### src/design/dqir_pkg.sv
`default_nettype none

package dqir_pkg;

  // Ring size; must be a power of two so pointer wrap is plain truncation
  localparam int DEPTH   = 1024;
  localparam int ADDR_W  = $clog2(DEPTH);
  localparam int COUNT_W = ADDR_W + 1;
  localparam int FIELD_W = 16;
  localparam int ENTRY_W = 3 * FIELD_W;
  localparam int CMD_W   = 3;
  localparam int STAT_W  = 2;

  // Command codes
  localparam logic [CMD_W-1:0] CMD_PUSH_BACK  = 3'd0;
  localparam logic [CMD_W-1:0] CMD_PUSH_FRONT = 3'd1;
  localparam logic [CMD_W-1:0] CMD_POP_BACK   = 3'd2;
  localparam logic [CMD_W-1:0] CMD_POP_FRONT  = 3'd3;
  localparam logic [CMD_W-1:0] CMD_READ       = 3'd4;

  // Status codes
  localparam logic [STAT_W-1:0] ST_OK    = 2'd0;
  localparam logic [STAT_W-1:0] ST_EMPTY = 2'd1;
  localparam logic [STAT_W-1:0] ST_FULL  = 2'd2;
  localparam logic [STAT_W-1:0] ST_RANGE = 2'd3;

  // Record: workers in the low bits, then work time, then productivity
  typedef logic [ENTRY_W-1:0] entry_t;

  typedef struct packed {
    logic              we;
    logic              re;
    logic [ADDR_W-1:0] addr;
    entry_t            wdata;
  } mem_req_t;

  typedef struct packed {
    logic [STAT_W-1:0]  status;
    logic [COUNT_W-1:0] count;
    logic               is_read;
  } result_t;

endpackage

`default_nettype wire

### src/design/dqir_ctrl.sv
`default_nettype none

module dqir_ctrl (
  input  wire logic                     clk,
  input  wire logic                     rst,
  input  wire logic                     accept,
  input  wire logic [dqir_pkg::CMD_W-1:0]  command,
  input  wire dqir_pkg::entry_t         entry,
  input  wire logic [dqir_pkg::ADDR_W-1:0] read_index,
  output dqir_pkg::mem_req_t            mem_req,
  output dqir_pkg::result_t             res
);
  import dqir_pkg::*;

  logic [ADDR_W-1:0]  head, head_next;
  logic [COUNT_W-1:0] count, count_next;
  logic               full, empty;

  assign full  = (count == COUNT_W'(DEPTH));
  assign empty = (count == '0);

  // Command decode: pointer/count update and the one memory access
  always_comb begin
    head_next     = head;
    count_next    = count;
    mem_req.we    = 1'b0;
    mem_req.re    = 1'b0;
    mem_req.addr  = head;
    mem_req.wdata = entry;
    res.status    = ST_OK;
    res.is_read   = 1'b0;
    case (command)
      CMD_PUSH_BACK: begin
        if (full) begin
          res.status = ST_FULL;
        end else begin
          mem_req.we   = accept;
          mem_req.addr = head + count[ADDR_W-1:0];
          count_next   = count + COUNT_W'(1);
        end
      end
      CMD_PUSH_FRONT: begin
        if (full) begin
          res.status = ST_FULL;
        end else begin
          head_next    = head - ADDR_W'(1);
          mem_req.we   = accept;
          mem_req.addr = head_next;
          count_next   = count + COUNT_W'(1);
        end
      end
      CMD_POP_BACK: begin
        if (empty) begin
          res.status = ST_EMPTY;
        end else begin
          count_next = count - COUNT_W'(1);
        end
      end
      CMD_POP_FRONT: begin
        if (empty) begin
          res.status = ST_EMPTY;
        end else begin
          head_next  = head + ADDR_W'(1);
          count_next = count - COUNT_W'(1);
        end
      end
      CMD_READ: begin
        if ({1'b0, read_index} >= count) begin
          res.status = ST_RANGE;
        end else begin
          mem_req.re   = accept;
          mem_req.addr = head + read_index;
          res.is_read  = 1'b1;
        end
      end
      default: begin
        // unused codes leave the state alone
      end
    endcase
    res.count = count_next;
  end

  // Pointer and count registers
  always_ff @(posedge clk) begin
    if (rst) begin
      head  <= '0;
      count <= '0;
    end else if (accept) begin
      head  <= head_next;
      count <= count_next;
    end
  end

  // Checks
  a_count_bound: assert property (@(posedge clk) disable iff (rst)
    count <= COUNT_W'(DEPTH))
    else $error("entry count above capacity");

  a_idle_hold: assert property (@(posedge clk) disable iff (rst)
    !accept |=> $stable(count) && $stable(head))
    else $error("state moved without a transaction");

  a_refused_hold: assert property (@(posedge clk) disable iff (rst)
    accept && res.status != ST_OK |=> $stable(count) && $stable(head))
    else $error("refused command changed state");

  a_one_access: assert property (@(posedge clk) disable iff (rst)
    !(mem_req.we && mem_req.re))
    else $error("read and write in one cycle");

endmodule

`default_nettype wire

### config.mk
export PLATFORM = sky130hd
export DESIGN_NAME = dqir_ctrl
export DESIGN_NICKNAME = d
export VERILOG_FILES = /design/src/design/dqir_pkg.sv /design/src/design/dqir_ctrl.sv
export SDC_FILE = /design/constraint.sdc
export NUM_CORES = 1
export LEC_CHECK = 0
export ABC_AREA = 1
export BUFFER_PORTS_ARGS = -buffer_cell sky130_fd_sc_hd__buf_2
export CORE_ASPECT_RATIO = 1.75
export CORE_MARGIN = 1.5
export CORE_UTILIZATION = 56
export DETAILED_ROUTE_END_ITERATION = 10
export GPL_TIMING_DRIVEN = 1
export HOLD_SLACK_MARGIN = 0.08
export PLACE_DENSITY_LB_ADDON = 0.05
export SETUP_SLACK_MARGIN = 0.5
export SLEW_MARGIN = 20
export SYNTH_ARGS = -nofsm -noshare
export SYNTH_HDL_FRONTEND = slang
export SYNTH_SLANG_ARGS = --single-unit
### constraint.sdc
create_clock -name clk -period 6.1 [get_ports clk]
set_input_delay 0.915 -clock clk [delete_from_list [all_inputs] [get_ports clk]]
set_output_delay 0.915 -clock clk [all_outputs]
set_load 0.1 [all_outputs]
# ---- Word level (Yosys, flattened, before mapping)
# Cells that the tools add are included.
# Widths: inputs -> output; s select.
dict set report word_totals {
  register_bits 21
  inputBits 64
  out_inout_bits 74
  word_cells 39
}
dict set report op_classes {
  n_addsub 6
  order_cmp 1
  eq_ne 6
  mux 18
  reduce_logical 6
}
# operator count
set ops {}
lappend ops {{$mux 11} 3}
lappend ops {{$mux 10} 3}
lappend ops {{$pmux 10 s3} 1}
lappend ops {{$pmux 11 s2} 1}
lappend ops {{$add 10x10->10} 2}
lappend ops {{$pmux 10 s2} 1}
lappend ops {{$add 11x1->11 const B} 1}
lappend ops {{$eq 11x11->1 const B} 1}
lappend ops {{$ge 10x11->1} 1}
lappend ops {{$logic_not 11->1} 1}
lappend ops {{$sub 11x1->11 const B} 1}
lappend ops {{$add 10x1->10 const B} 1}
lappend ops {{$sub 10x1->10 const B} 1}
lappend ops {{$eq 3x2->1 const B} 2}
lappend ops {{$mux 1} 6}
lappend ops {{$pmux 2 s3} 1}
lappend ops {{$mux 2} 2}
lappend ops {{$reduce_or 2->1} 2}
lappend ops {{$eq 3x1->1 const B} 1}
lappend ops {{$eq 3x3->1 const B} 1}
lappend ops {{$logic_not 3->1} 1}
lappend ops {{$reduce_and 3->1} 1}
lappend ops {{$ne 2x2->1 const B} 1}
lappend ops {{$reduce_bool 2->1} 1}

# ---- Logic depth before layout (Yosys ltp)
dict set report logic_depth {
  ltp_word 3
  mapped_depth 14
  depth_no_buf 14
}

# ---- Worst setup path before layout
# No wires, ideal clock.
dict set report synth_timing {
  path_type {register to output}
  start {register count[1]}
  end {output res[13] (netlist bit)}
  t_arrival_ns 3.439
  required_time_ns 5.185
  setup_slack_ns 1.746
  path_stages_with_launch 10
  n_path_buf 1
  path_cell_list {dfxtp_1 -> inv_1 -> ha_1 -> nand3_4 -> inv_2 -> nand2_2 -> nor2_4 -> nand2_4 -> buf_6 -> o21ai_0}
}
# item line_no
set synth_lines {}
lappend synth_lines {{from (decl)} dqir_ctrl.sv:16} ;# logic [COUNT_W-1:0] count, count_next;
lappend synth_lines {{from (signal assigned)} dqir_ctrl.sv:90} ;# count <= count_next;
lappend synth_lines {{to (decl)} dqir_ctrl.sv:11} ;# output dqir_pkg::result_t res

==> results_tabular.tex <==
\begin{tabular}{lr}
\hline
Metric & Value \\
\hline
\multicolumn{2}{l}{\textbf{Status}} \\
Status & complete, no violations \\
\multicolumn{2}{l}{\textbf{Drt}} \\
Antenna-violating nets left & 0 \\
DR DRC count & 0 \\
Number of vias after detailed routing & about 4500 \\
Routed wire length & 13.8 mm \\
Vias/cell & 6.05 \\
Number of DRC markers after the initial detailed-route iteration & 384 \\
Routed WL per cell & 18.5 µm \\
Detailed-routing iteration count for the pre-antenna-repair pass & 5 \\
\multicolumn{2}{l}{\textbf{Clocking}} \\
Total number of H-tree levels & 1 \\
Max Root-Sink Buffers & 2 \\
Clock transition at path regs & $\sim$0.070 ns \\
Clock tree sinks & 21 \\
Cts bufs inserted & 3 \\
Root Buffer & sky130\_fd\_sc\_hd\_\_clkbuf\_16 \\
Buffers inserted during post-CTS setup optimization & 0 \\
\# hold bufs at CTS & 0 \\
CTS tree & yes \\
Clock network latency to the later pin of the worst-skew pair & around 0.27 ns \\
Resized Gates After CTS & 0 \\
\multicolumn{2}{l}{\textbf{GRT}} \\
Antenna violations before repair & 0 \\
Global-route usage over all layers & 37.9\% \\
Global routing usage on met1 & 40.4\% \\
Met3 track demand over resource in global routing & 7.93\% \\
Maximum number of pins on one net before global-route repair & 21 \\
Number of global-route vias before repair & 4293 \\
First-pass GRT wire length & between 20 and 25 mm \\
Met2 Use GR & 64.6\% \\
Remaining Overflow, GRT & 0 \\
Global-route layer with the greatest usage & met2 \\
\multicolumn{2}{l}{\textbf{Worst setup path}} \\
Crit Path Max Fanout & 10 \\
Biggest cell delay along the critical path & 0.62 ns \\
Crit path top cell by count & sky130\_fd\_sc\_hd\_\_nand2\_1 \\
Crit path launch type & flip-flop \\
Slowest cell on the critical path & sky130\_fd\_sc\_hd\_\_dfxtp\_1 \\
Number of buffers and inverters on the critical path & 3 \\
Start of the worst register-to-register path & count[1] \\
Crit end category & primary output \\
Required time of the worst setup path & 5.18 ns \\
Data arrival, critical path & 2.92 ns \\
Cells along the critical path & ha\_1 > inv\_1 > fa\_1 > inv\_1 > nand3\_1 > nand2\_1 > nand2\_1 > nand2\_1 > nand2\_1 > nand3\_1 > nand3\_1 > nand4\_1 > buf\_2 \\
Category of cells accounting for the largest share of critical-path delay & adder cells \\
Number of cells on the worst reg-to-reg path & 9 \\
Critical R2R Capture & head[7] \\
Source of the critical timing path & head[0] \\
R2R Setup Slk & 3.78 ns \\
Classification of the worst setup path & reg -> out \\
\multicolumn{2}{l}{\textbf{Hold path}} \\
Path type of the worst min-delay path & reg -> reg \\
Hold path cells & 2 \\
Min-Delay Endpoint & count[1] \\
Source of the worst hold timing path & count[1] \\
\multicolumn{2}{l}{\textbf{Placement}} \\
Post-DP HPWL & about 11 mm \\
Instance count after placement with tap cells included & 742 \\
Final weighted congestion in routability-driven placement & 1.03 \\
Number of input and output port buffers inserted & 41 \\
\multicolumn{2}{l}{\textbf{Floorplan}} \\
Height of the chip & 115 µm \\
Floorplan die width & between 60 and 70 µm \\
Core Region & 6910 µm² \\
Ports & approximately 140 \\
Die Footprint & 7720 µm² \\
Row cnt & 40 \\
Starting density of the core & 58.2\% \\
\multicolumn{2}{l}{\textbf{Layout}} \\
Most frequent standard cell in the layout excluding fill and tap cells & sky130\_fd\_sc\_hd\_\_nand2\_1 \\
Antenna diodes & 0 \\
Share of cells above drive strength 1 & around 13\% \\
Final \#Nets & 761 \\
Most frequent cells in the layout & sky130\_fd\_sc\_hd\_\_nand2\_1 (163), sky130\_fd\_sc\_hd\_\_inv\_1 (78), sky130\_fd\_sc\_hd\_\_nand3\_1 (74) \\
Layout overhead on the synthesized area & -2.11\% \\
Number of cells in the finished layout apart from fillers & 746 \\
\multicolumn{2}{l}{\textbf{Timing}} \\
Final number of setup-violating endpoints & 0 \\
Max-slew headroom & 57.2\% \\
Final period demand of the worst path & 3.83 ns \\
Hold violation count in the final report & 0 \\
Part of the cycle the worst path needs & 62.8\% \\
Fmax achieved & $\sim$0.26 GHz \\
Worst slew pin tran & 0.642 ns \\
Setup repair after global routing missed its margin & false \\
Slew Limit Fails & 0 \\
Setup clock skew after layout & 0.00288 ns \\
Setup total negative slack & 0 ns \\
\multicolumn{2}{l}{\textbf{Logic synthesis}} \\
Number of enable-type register cells in the synthesized netlist & 0 \\
\#FFs+latches synth & 21 \\
Post-synthesis instance total & slightly below 700 \\
Post-Synthesis Net Count & between 700 and 800 \\
Post-synth cell types & 39 \\
Fraction of synthesis flops using an asynchronous set or reset pin & 0\% \\
Seq/Total Area, Yosys & 10.5\% \\
Synthesis warning total & 0 \\
Post-Synthesis Mean Instance Area & about 5.9 µm² \\
Post-synth design cell area & 4020 µm² \\
Predominant post-synthesis flop cell & sky130\_fd\_sc\_hd\_\_dfxtp\_1 \\
\multicolumn{2}{l}{\textbf{Flow run}} \\
Reported max-cap violation count & 0 \\
\multicolumn{2}{l}{\textbf{Power}} \\
Maximum vdd ir drop & 0.000137 V \\
Areal power density over the cells & 207 nW/µm² \\
Cell leakage power & 0.00215 µW \\
\hline
\end{tabular}
-- registers in the layout, indices dropped and copies added, names as in the netlist --
| name | cells |
|---|---|
| count | 11 |
| head | 10 |
-- layout make-up --
class | instances | area, µm²
Clock buffer | 3 | 75.1
Clock inverter | 1 | 5.00
Fill cell | 759 | 2970
Inverter | 89 | 343
Multi-Input combinational cell | 507 | 2780
Sequential cell | 21 | 420
Tap cell | 84 | 105
Timing Repair Buffer | 41 | 205
-- cells by family after synthesis --
family                   share of synthesized area (%)
AND/OR/NAND/NOR                                   40.0
XOR/XNOR                                          4.79
buffers and inverters                             20.3
flip-flops                                        10.5
AO/OA/AOI/OAI                                     13.5
adder cells (fa/ha/maj)                           10.9
-- layer usage --
layer  vias to the layer above  share of wire, %  wire length (µm)
li1                       2148                 -                 -
met1                      2035                35              4870
met2                       255                50              6880
met3                        77               7.8              1080
met4                         0               7.1               987
met5                         -                 0                 0
-- how the worst max path moves through the flow --
| stage | to | slack (ns) | depth (start not counted) |
|---|---|---|---|
| floorplan | res[13] | 1.75 | 9 |
| global placement | mem_req[55] | 2.37 | 12 |
| detailed placement | mem_req[55] | 2.34 | 12 |
| CTS | mem_req[56] | 2.31 | 13 |
| global route | mem_req[56] | 2.08 | 13 |
| finish | mem_req[56] | 2.27 | 13 |
-- metrics by stage --
stage               hold WS [ns]  setup WS (ns)  utilization (%)  total power [µW]  cell area (µm²)
finish                     0.617           2.27             57.0               814             3940
global route               0.662           2.08             57.0               857             3940
CTS                        0.591           2.31             57.0               805             3940
detailed placement         0.579           2.34             55.9               649             3860
global placement           0.575           2.37             55.9               645             3860
floorplan                  0.520           1.75                -               699             4020
-- synth_stat cells (10+ instances only) --
master / count / area share, %
sky130_fd_sc_hd__dfxtp_1: 21 / 10
sky130_fd_sc_hd__nor2_1: 60 / 5.6
sky130_fd_sc_hd__o21ai_0: 24 / 3.0
sky130_fd_sc_hd__buf_4: 50 / 9.3
sky130_fd_sc_hd__ha_1: 32 / 10
sky130_fd_sc_hd__nand2_1: 163 / 15
sky130_fd_sc_hd__inv_1: 78 / 7.3
sky130_fd_sc_hd__nand3_1: 74 / 9.2
sky130_fd_sc_hd__a21oi_1: 44 / 5.5
sky130_fd_sc_hd__nand4_1: 26 / 4.0
sky130_fd_sc_hd__o211ai_1: 10 / 1.9
sky130_fd_sc_hd__o21ai_1: 12 / 1.5
sky130_fd_sc_hd__xor2_1: 13 / 2.8
-- worst reg2reg max path, cell delays in order, from the launching register on --
cell and delay [ns]:
sky130_fd_sc_hd__dfxtp_1 0.47, sky130_fd_sc_hd__inv_1 0.22, sky130_fd_sc_hd__ha_1 0.29, sky130_fd_sc_hd__nand3_4 0.15, sky130_fd_sc_hd__nor2_4 0.07, sky130_fd_sc_hd__nand2_4 0.20, sky130_fd_sc_hd__clkinv_2 0.17, sky130_fd_sc_hd__o21ai_1 0.41
sky130_fd_sc_hd__or2_0 0.16, sky130_fd_sc_hd__a21oi_1 0.06
-- report_power, final --
part | internal (µW) | leakage, µW | total [µW] | switching [µW]
logic | 115 | 0.00193 | 478 | 362
registers | 147 | 0.000173 | 178 | 31.6
clock network | 88.9 | 0.0000409 | 159 | 69.6
total | 351 | 0.00215 | 814 | 464
Power figures use the tool's default switching activity.
